**src/sv/htfd_pkg.sv**
```systemverilog
package htfd_pkg;

  localparam logic [7:0]  CRC_POLY    = 8'h31;
  localparam logic [7:0]  CRC_INIT    = 8'hFF;

  // Full-scale conversion constants
  localparam logic [14:0] TEMP_SCALE  = 15'd17500;
  localparam logic [13:0] HUM_SCALE   = 14'd12500;
  localparam logic [16:0] WORD_MAX    = 17'd65535;
  localparam logic [15:0] TEMP_OFFSET = 16'd4500;
  localparam logic [13:0] HUM_OFFSET  = 14'd600;
  localparam logic [13:0] HUM_MAX     = 14'd10000;

  typedef struct packed {
    logic [7:0] rx_byte;
    logic       frame_start;
  } in_t;

  typedef struct packed {
    logic signed [14:0] temperature_centi;
    logic [13:0]        humidity_centi;
    logic [31:0]        serial_number;
    logic               first_crc_ok;
    logic               second_crc_ok;
    logic               frame_ok;
  } out_t;

  // One complete frame handed from the collector to the converter
  typedef struct packed {
    logic [15:0] temp_word;
    logic [15:0] hum_word;
    logic        first_ok;
    logic        second_ok;
  } frame_t;

  // CRC-8, MSB first, no reflection, no final xor
  function automatic logic [7:0] crc_feed(input logic [7:0] crc, input logic [7:0] b);
    logic [7:0] c;
    c = crc ^ b;
    for (int k = 0; k < 8; k++) begin
      if (c[7]) begin
        c = {c[6:0], 1'b0} ^ CRC_POLY;
      end else begin
        c = {c[6:0], 1'b0};
      end
    end
    return c;
  endfunction

endpackage

```
**src/sv/htfd_frame_collector.sv**
```systemverilog
module htfd_frame_collector
  import htfd_pkg::*;
(
  input  logic   clk,
  input  logic   rst,
  input  logic   in_valid,
  output logic   in_ready,
  input  in_t    in_data,
  output logic   frame_valid,
  input  logic   frame_ready,
  output frame_t frame_data
);

  typedef enum logic [2:0] {
    POS_T_HI,
    POS_T_LO,
    POS_T_CRC,
    POS_H_HI,
    POS_H_LO,
    POS_H_CRC
  } pos_t;

  pos_t       pos;
  pos_t       pos_eff;
  pos_t       pos_next;
  logic [7:0] crc;
  logic [7:0] crc_eff;
  logic [7:0] crc_next;
  logic [7:0] crc_fed;
  logic       first_ok;
  logic       first_ok_next;
  logic [7:0] held [4];
  logic       emit;
  logic       accept;

  assign in_ready = !frame_valid || frame_ready;
  assign accept   = in_valid && in_ready;

  // Frame start restarts the frame at byte zero
  assign pos_eff = in_data.frame_start ? POS_T_HI : pos;
  assign crc_eff = in_data.frame_start ? CRC_INIT : crc;
  assign crc_fed = crc_feed(crc_eff, in_data.rx_byte);

  always_comb begin
    pos_next      = POS_T_HI;
    crc_next      = CRC_INIT;
    first_ok_next = first_ok;
    emit          = 1'b0;
    case (pos_eff)
      POS_T_HI: begin
        crc_next = crc_fed;
        pos_next = POS_T_LO;
      end
      POS_T_LO: begin
        crc_next = crc_fed;
        pos_next = POS_T_CRC;
      end
      POS_T_CRC: begin
        first_ok_next = (crc_eff == in_data.rx_byte);
        pos_next      = POS_H_HI;
      end
      POS_H_HI: begin
        crc_next = crc_fed;
        pos_next = POS_H_LO;
      end
      POS_H_LO: begin
        crc_next = crc_fed;
        pos_next = POS_H_CRC;
      end
      POS_H_CRC: begin
        emit = 1'b1;
      end
      default: begin
        pos_next = POS_T_HI;
      end
    endcase
  end

  always_ff @(posedge clk) begin
    if (rst) begin
      pos         <= POS_T_HI;
      crc         <= CRC_INIT;
      first_ok    <= 1'b0;
      frame_valid <= 1'b0;
    end else begin
      if (accept) begin
        pos      <= pos_next;
        crc      <= crc_next;
        first_ok <= first_ok_next;
      end
      if (accept && emit) begin
        frame_valid <= 1'b1;
      end else if (frame_ready) begin
        frame_valid <= 1'b0;
      end
    end
  end

  // Data bytes and the frame register carry no reset
  always_ff @(posedge clk) begin
    if (accept) begin
      case (pos_eff)
        POS_T_HI: held[0] <= in_data.rx_byte;
        POS_T_LO: held[1] <= in_data.rx_byte;
        POS_H_HI: held[2] <= in_data.rx_byte;
        POS_H_LO: held[3] <= in_data.rx_byte;
        default: ;
      endcase
      if (emit) begin
        frame_data.temp_word <= {held[0], held[1]};
        frame_data.hum_word  <= {held[2], held[3]};
        frame_data.first_ok  <= first_ok;
        frame_data.second_ok <= (crc_eff == in_data.rx_byte);
      end
    end
  end

endmodule

```
**src/sv/htfd_convert.sv**
```systemverilog
module htfd_convert
  import htfd_pkg::*;
(
  input  logic   clk,
  input  logic   rst,
  input  logic   frame_valid,
  output logic   frame_ready,
  input  frame_t frame_data,
  output logic   out_valid,
  input  logic   out_ready,
  output out_t   out_data
);

  logic        out_take;
  logic        prod_take;
  logic        prod_valid;
  logic [30:0] prod_t;
  logic [29:0] prod_h;
  logic [31:0] prod_serial;
  logic        prod_ok1;
  logic        prod_ok2;

  logic [14:0] q0_t;
  logic [16:0] r_t;
  logic [14:0] q_t;
  logic [15:0] temp16;
  logic [13:0] q0_h;
  logic [16:0] r_h;
  logic [13:0] q_h;
  logic [13:0] hum;

  assign out_take    = !out_valid || out_ready;
  assign prod_take   = !prod_valid || out_take;
  assign frame_ready = prod_take;

  // Divide by 65535: x>>16 plus a single correction, remainder stays below 2*65535
  assign q0_t   = prod_t[30:16];
  assign r_t    = {1'b0, prod_t[15:0]} + 17'(q0_t);
  assign q_t    = q0_t + 15'(r_t >= WORD_MAX);
  assign temp16 = {1'b0, q_t} - TEMP_OFFSET;

  assign q0_h   = prod_h[29:16];
  assign r_h    = {1'b0, prod_h[15:0]} + 17'(q0_h);
  assign q_h    = q0_h + 14'(r_h >= WORD_MAX);

  always_comb begin
    if (q_h < HUM_OFFSET) begin
      hum = '0;
    end else if (q_h - HUM_OFFSET > HUM_MAX) begin
      hum = HUM_MAX;
    end else begin
      hum = q_h - HUM_OFFSET;
    end
  end

  always_ff @(posedge clk) begin
    if (rst) begin
      prod_valid <= 1'b0;
      out_valid  <= 1'b0;
    end else begin
      if (prod_take) begin
        prod_valid <= frame_valid;
      end
      if (out_take) begin
        out_valid <= prod_valid;
      end
    end
  end

  always_ff @(posedge clk) begin
    if (prod_take && frame_valid) begin
      prod_t      <= 31'(frame_data.temp_word) * 31'(TEMP_SCALE);
      prod_h      <= 30'(frame_data.hum_word) * 30'(HUM_SCALE);
      prod_serial <= {frame_data.temp_word, frame_data.hum_word};
      prod_ok1    <= frame_data.first_ok;
      prod_ok2    <= frame_data.second_ok;
    end
    if (out_take && prod_valid) begin
      out_data.temperature_centi <= temp16[14:0];
      out_data.humidity_centi    <= hum;
      out_data.serial_number     <= prod_serial;
      out_data.first_crc_ok      <= prod_ok1;
      out_data.second_crc_ok     <= prod_ok2;
      out_data.frame_ok          <= prod_ok1 && prod_ok2;
    end
  end

endmodule

```
**src/sv/humidity_temp_frame_decoder_unit.sv**
```systemverilog
// Sensor response decoder. Feed the six response bytes one item per cycle:
// temperature word (high byte, low byte), its CRC-8, humidity word (high,
// low), its CRC-8. Set frame_start on a byte to drop any partial frame and
// take that byte as byte zero; without it bytes are counted cyclically from
// reset. The CRC is polynomial 0x31, init 0xFF, MSB first, no final xor.
// One result item follows each sixth byte: temperature in hundredths of a
// degree C, humidity in hundredths of a percent clamped to 0..10000, the
// 32-bit serial number formed from the four data bytes, and the two CRC
// flags with their AND in frame_ok. Values are always produced; check the
// flags before trusting them. The block takes one byte every cycle while
// in_ready is high; the edge that accepts the sixth byte loads the frame
// register, then the product register loads after the scale multipliers,
// then the output register after the divide-by-65535 correction and clamp,
// which drives out_valid. A stalled output backs up through those registers
// to in_ready.
module humidity_temp_frame_decoder_unit
  import htfd_pkg::*;
(
  input  logic clk,
  input  logic rst,
  input  logic in_valid,
  output logic in_ready,
  input  in_t  in_data,
  output logic out_valid,
  input  logic out_ready,
  output out_t out_data
);

  logic   frame_valid;
  logic   frame_ready;
  frame_t frame_data;

  // Track position and CRC, hold data bytes, register each complete frame
  htfd_frame_collector u_collector (
    .clk         (clk),
    .rst         (rst),
    .in_valid    (in_valid),
    .in_ready    (in_ready),
    .in_data     (in_data),
    .frame_valid (frame_valid),
    .frame_ready (frame_ready),
    .frame_data  (frame_data)
  );

  // Scale both words and register the result item
  htfd_convert u_convert (
    .clk         (clk),
    .rst         (rst),
    .frame_valid (frame_valid),
    .frame_ready (frame_ready),
    .frame_data  (frame_data),
    .out_valid   (out_valid),
    .out_ready   (out_ready),
    .out_data    (out_data)
  );

`ifndef SYNTHESIS
  a_ready_when_empty: assert property (@(posedge clk) disable iff (rst)
    !frame_valid |-> in_ready)
    else $error("input stalled with empty frame register");

  a_hum_range: assert property (@(posedge clk) disable iff (rst)
    out_valid |-> out_data.humidity_centi <= HUM_MAX)
    else $error("humidity out of range");

  a_temp_range: assert property (@(posedge clk) disable iff (rst)
    out_valid |-> (out_data.temperature_centi >= -15'sd4500) &&
                  (out_data.temperature_centi <= 15'sd13000))
    else $error("temperature out of range");

  a_frame_ok: assert property (@(posedge clk) disable iff (rst)
    out_valid |-> out_data.frame_ok ==
                  (out_data.first_crc_ok && out_data.second_crc_ok))
    else $error("frame_ok does not match CRC flags");
`endif

endmodule
```
**config.mk**
```make
export PLATFORM = sky130hd
export DESIGN_NAME = humidity_temp_frame_decoder_unit
export DESIGN_NICKNAME = d
export VERILOG_FILES = /design/src/sv/htfd_pkg.sv /design/src/sv/htfd_frame_collector.sv /design/src/sv/htfd_convert.sv /design/src/sv/humidity_temp_frame_decoder_unit.sv
export SDC_FILE = /design/constraint.sdc
export NUM_CORES = 1
export LEC_CHECK = 0
export ABC_AREA = 1
export CAP_MARGIN = 20
export CORE_UTILIZATION = 47
export CTS_CLUSTER_DIAMETER = 80
export DETAILED_ROUTE_END_ITERATION = 8
export DONT_BUFFER_PORTS = 1
export PLACE_DENSITY = 0.72
export REMOVE_ABC_BUFFERS = 1
export SYNTH_ARGS = -nofsm -noshare
export SYNTH_HDL_FRONTEND = slang
export SYNTH_SLANG_ARGS = --single-unit
export TNS_END_PERCENT = 5
```
**constraint.sdc**
```tcl
create_clock -name clk -period 4.9 [get_ports clk]
set_input_delay 0.245 -clock clk [delete_from_list [all_inputs] [get_ports clk]]
set_output_delay 0.245 -clock clk [all_outputs]
set_load 0.05 [all_outputs]
```
# [Word level (Yosys, flattened, before mapping)]
# Memory sizes are Yosys's and may differ from the RTL's. A register that Yosys moved wholly into a read port is not among the register bits.
# Index checks and enable logic that the tools add are counted.
[op_classes] n_addsub=6 n_mul=2 n_lt_le_gt_ge=4 n_eq_ne=6 mux=37 bitwise=9 n_reduce_logical=20
[op_table] cell="$mux 6" count=8
[op_table] cell="$mux 8" count=5
[op_table] cell="$ge 17x16->1 const B" count=2
[op_table] cell="$mul 16x13->29 const B" count=1
[op_table] cell="$mul 16x12->28 const B" count=1
[op_table] cell="$not 3->3" count=8
[op_table] cell="$reduce_or 8->1" count=3
[op_table] cell="$mux 1" count=18
[op_table] cell="$add 16x14->17" count=1
[op_table] cell="$add 16x15->17" count=1
[op_table] cell="$add 15x1->15" count=1
[op_table] cell="$pmux 3 s5" count=1
[op_table] cell="$sub 15x13->15 const B" count=1
[op_table] cell="$add 14x1->14" count=1
[op_table] cell="$gt 14x14->1 const B" count=1
[op_table] cell="$lt 14x10->1 const B" count=1
[op_table] cell="$mux 14" count=1
[op_table] cell="$sub 14x10->14 const B" count=1
[op_table] cell="$eq 8x8->1" count=1
[op_table] cell="$xor 8x8->8" count=1
[op_table] cell="$eq 3x2->1 const B" count=2
[op_table] cell="$eq 3x3->1 const B" count=2
[op_table] cell="$mux 2" count=3
[op_table] cell="$logic_and 1x1->1" count=5
[op_table] cell="other kinds (9)" count=14
[totals] ff_bits=172 ram_bits=32 input_bits=13 wordCells=105 memories=1
[mem_list] memory="u_collector.held" words=4 width=8 read_ports=4 rd_clocked_by_memory_dff=4 write_ports=1 line_no="htfd_frame_collector.sv:32" text="logic [7:0] held [4];"

# [Depth between registers and ports, before layout]
[depth] word_depth=19 ltp_mapped=33

# [Modules after synthesis]
# Synthesis repeated with hierarchy kept, for this count alone.
[unflattened] cells_unflattened=1603 area_unflattened_um2=16668.5
[by_module_without_submodules] mod="htfd_convert" n_inst=1 cells_per_inst=1354 area_each_um2=13530.5
[by_module_without_submodules] mod="htfd_frame_collector" n_inst=1 cells_per_inst=249 area_each_um2=3138.0

# [Worst setup path after synthesis]
# Ideal clock, no wire load.
[synth_path] kind="register -> register" start="reg u_convert.out_valid" end="reg u_collector.frame_data[0] (netlist name)" setup_time_ps=514 arrival_time_ps=4746 required_ps=4386 slack_ps=-360 path_stages_with_launch=8 n_path_buf=0 period_less_slack_ps=5260 path_cell_list="dfxtp_1 > nand2_1 > nor2_1 > inv_1 > nor2_1 > inv_1 > nand2_1 > nor4_1"
[synth_via] elab_chain_len=6
[synth_lines] element="start: declaration" line_no="htfd_convert.sv:9" text="output logic out_valid,"
[synth_lines] element="start signal: assignment" line_no="htfd_convert.sv:65" text="out_valid <= prod_valid;"
[synth_lines] element="$logic_not 1->1" line_no="htfd_convert.sv:32" text="assign out_take = !out_valid || out_ready;"
[synth_lines] element="$logic_or 1x1->1" line_no="htfd_convert.sv:32"
[synth_lines] element="$logic_or 1x1->1" line_no="htfd_convert.sv:33" text="assign prod_take = !prod_valid || out_take;"
[synth_lines] element="$logic_or 1x1->1" line_no="htfd_frame_collector.sv:36" text="assign in_ready = !frame_valid || frame_ready;"
[synth_lines] element="named net in_ready" line_no="humidity_temp_frame_decoder_unit.sv:22" text="output logic in_ready,"
[synth_lines] element="$logic_and 1x1->1" line_no="htfd_frame_collector.sv:37" text="assign accept = in_valid && in_ready;"
[synth_lines] element="$reduce_and 2->1 (no source line)"
# The timed path passes the listed nets, and every way through them passes these cells.
# A chain may end at the register's enable or synchronous reset.

# [Worst setup path in the final report]
[layout_path] start="reg u_collector.frame_data[29] (netlist name)" end="reg u_convert.prod_t[29], data pin"
[layout_via] elab_chain_len=1
[layout_lines] element="$mul 16x13->29" line_no="htfd_convert.sv:72" text="prod_t <= 31'(frame_data.temp_word) * 31'(TEMP_SCALE);"
[layout_lines] element="end signal: assignment" line_no="htfd_convert.sv:72"
[layout_lines] element="end: declaration" line_no="htfd_convert.sv:17" text="logic [30:0] prod_t;"
# No other way between the ends.

==> results.cfg <==
[global_routing]
grt_overflow = 0
grt_antenna_before_repair = 0
grt_pass1_vias = 11159
grt_first_pass_wirelength_um = 56000
grt.total_usage_pct = 19.4
grt_max_degree = 65

[cts]
root_buffer = clkbuf_16
clockBufferDepth = 3
cts.sinks = 233
clkLatencyLatePin_ps = 570
h-tree-depth = 1
numCtsBuffers = 28
path_clk_slew_ps = 60
tritoncts = yes

[power]
p_sw_share_pct = 24.8
p_leak_nw = 8.55
comb_power_share_pct = 10.8
p_int_mw = 3.72
clkPwrFrac_pct = 44.2
ir_drop_uv = 243
power_switching_mw = 1.23
power_density_nw_per_um2 = 265
p_seq_share_pct = 45.0

[critical_path]
cp_data_arrival_time_ps = 4970
cp-end-kind = flop
worstSetupPathType = reg2reg
cp_cell_sequence = ha_1 > inv_1 > fa_1 > inv_1 > ha_1 > fa_1 > fa_1 > ha_1 > a21o_1 > a31oi_1 > o21ai_0 > a21boi_1 > o21bai_1 > nand2_1 > nand2_1 > xor2_1
slowest_stage = edfxtp_1
crit_path_start_kind = flop
crit_fanout = 6
cp_slowest_stage_delay_ps = 530
rrSetupSlack_ps = 250
cp_data_required_time_ps = 5220

[logic_synthesis]
synthCells = 1607
netlist_area_um2 = 16800
ys_seq_area_share_pct = 40.8
synthTopCellsByArea = edfxtp_1 (39%), ha_1 (17%), fa_1 (11%)
synth_top_area_share_pct = 39.0
ys_seq_elements = 233
synth.avg_cell_area_um2 = 10.4
synthDistinctLibCells = 48
synthArstFlopShare_pct = 0
synth_area_leader_cell = edfxtp_1
ys_warn_count = 0
synth-edff-count = 218
ys.flop_type = edfxtp_1

[layout]
layout.nets = 1995
seqCellArea_um2 = 6850
layout-drive-gt1-share_pct = 8.08
stdcell_area_um2 = 18600
final_cell_mix = inv_1 (320), ha_1 (227), edfxtp_1 (218)
syn2layout_area_growth_pct = 10.9
final_common_cell = inv_1
fillers = 3030
multi_input_area_um2 = 8740

[sta]
slew_viol_final = 0
period_needed_ps = 4650
max_clock_freq_mhz = 215
clock_skew_ps = 23.1
slew_headroom_pct = 37.5
finalSetupViolCount = 0
rsz0062_at_grt = no
tns_ps = 0
post-route-period-util_pct = 94.8
worst_pin_slew_ps = 937
final-hold-violation-count = 0

[floorplanning]
num_rows = 68
start_util_pct = 48.1
die_x_um = 191
die_h_um = 191
io_pins = 79
core_um2 = 34900
dieArea_um2 = 36500

[job]
max-cap-violations = 0

[drt]
postRouteWirelength_um = 34300
route.detailed.drc = 0
vias = 10963
drtIter0Drc = 644
viasPerCell = 5.12
drtPass1Iterations = 5
antenna_left = 0
wire_per_inst_um = 16.0

[outcome]
outcome = finished clean

[placement]
gp_congestion = 0.895
dpl_cell_area_um2 = 17500
dp_hpwl_um = 26900
io_buffers = 0

[hold_path]
holdCritPathClass = in2reg
## final cells by class
| type | count | area share (%) |
|---|---|---|
| Clock buffer | 32 | 3.90 |
| Timing Repair Buffer | 30 | 1.36 |
| Inverter | 324 | 6.54 |
| Clock inverter | 20 | 1.39 |
| Multi-Input combinational cell | 1045 | 47.0 |
| Antenna cell | 1 | 0.0134 |
| Sequential cell | 233 | 36.8 |
| Tap cell | 455 | 3.06 |
## cells in the mapped netlist (3+ instances only)
library cell,number
inv_1,321
ha_1,229
edfxtp_1,218
nand2_1,204
nor2_1,93
fa_1,91
a21oi_1,87
nand3_1,62
xor2_1,58
xnor2_1,41
o21ai_0,38
nand4_1,17
dfxtp_1,15
nand2_2,15
nor3_1,15
nor2_2,12
o21bai_1,9
a31oi_1,8
a21o_1,7
a211oi_1,6
a21oi_2,5
nand2_4,5
nand3_2,5
nor2_4,5
a211o_1,3
clkbuf_1,3
nand3b_1,3
nor3b_1,3
nor4_1,3
o21a_1,3
o221ai_1,3
## logic make-up after synthesis
logic type / count (synthesis) / share of synthesized area (%)
AOI/OAI and AO/OA: 171 / 5.80
xor gates and xnor gates: 102 / 5.52
adders and majority gates: 320 / 27.9
buffers and inverters: 329 / 7.41
DFF: 233 / 40.8
and+or+nand+nor: 452 / 12.6
## state kept, by name, indices dropped and copies added, names as in the netlist
register / flops
u_convert.prod_h: 26
u_convert.prod_t: 28
u_convert.out_data: 64
u_convert.out_valid: 1
u_collector.frame_valid: 1
u_convert.prod_valid: 1
u_convert.prod_serial: 32
u_collector.crc: 8
u_collector.first_ok: 1
u_collector.held: 32
u_convert.prod_ok1: 1
u_collector.pos: 3
u_convert.prod_ok2: 1
u_collector.frame_data: 34
## repair_timing
| item | 4_1_cts | 5_1_grt |
|---|---|---|
| hold buffers | 11 | 0 |
| setup endpoints to repair | 0 | 18 |
| setup buffers | 0 | 5 |
| gates resized for setup | 0 | 10 |
| endpoints found under the hold margin | 47 | 0 |
## critical path: cells and delay by family (launching register included)
family	cells	cell delay, ps
AND/OR/NAND/NOR	2	130
buffers and inverters	2	110
XOR/XNOR	1	140
adder cells (fa/ha/maj)	6	2530
AO/OA/AOI/OAI	5	950
flip-flops	1	530
## through the flow
step	util, %	std cells	setup slack (ps)	power [mW]	hold WS [ps]
after floorplan	-	1602	-521	2.66	314
after global placement	50.0	2071	263	2.77	316
after detailed placement	50.0	2071	167	2.78	318
after CTS	53.2	2134	148	4.99	31.7
after global routing	53.4	2139	16.3	5.15	89.3
final	53.4	2140	253	4.94	50.9
## power groups by stage
| stage | logic, mW | clock network (mW) | registers [mW] |
|---|---|---|---|
| final | 0.535 | 2.18 | 2.22 |
| after floorplan | 0.404 | 0 | 2.26 |
| after CTS | 0.532 | 2.24 | 2.22 |
| after global routing | 0.611 | 2.32 | 2.23 |
| after global placement | 0.505 | 0 | 2.27 |
| after detailed placement | 0.512 | 0 | 2.27 |
## path summary, 6_finish.rpt
kind | to | startpoint | depth (start not counted)
worst min register to register | u_collector.frame_data[29] | u_collector.held[0][3] | 0
worst max-delay path | u_convert.prod_t[29] | u_collector.frame_data[29] | 16
worst min-delay path | u_collector.first_ok | in_data[0] | 4
worst max register to register | u_convert.prod_t[29] | u_collector.frame_data[29] | 16
## per-layer routing
| layer | track usage, % | part of all wire (%) | vias up | routed length [um] |
|---|---|---|---|---|
| met4 | 5.45 | 2.0 | 0 | 699 |
| met1 | 26.7 | 47 | 5224 | 16200 |
| met2 | 31.2 | 46 | 230 | 15700 |
| met5 | 0 | 0 | - | 0 |
| li1 | - | - | 5455 | - |
| met3 | 3.29 | 5.0 | 54 | 1720 |
(Power assumes the default switching activity.)
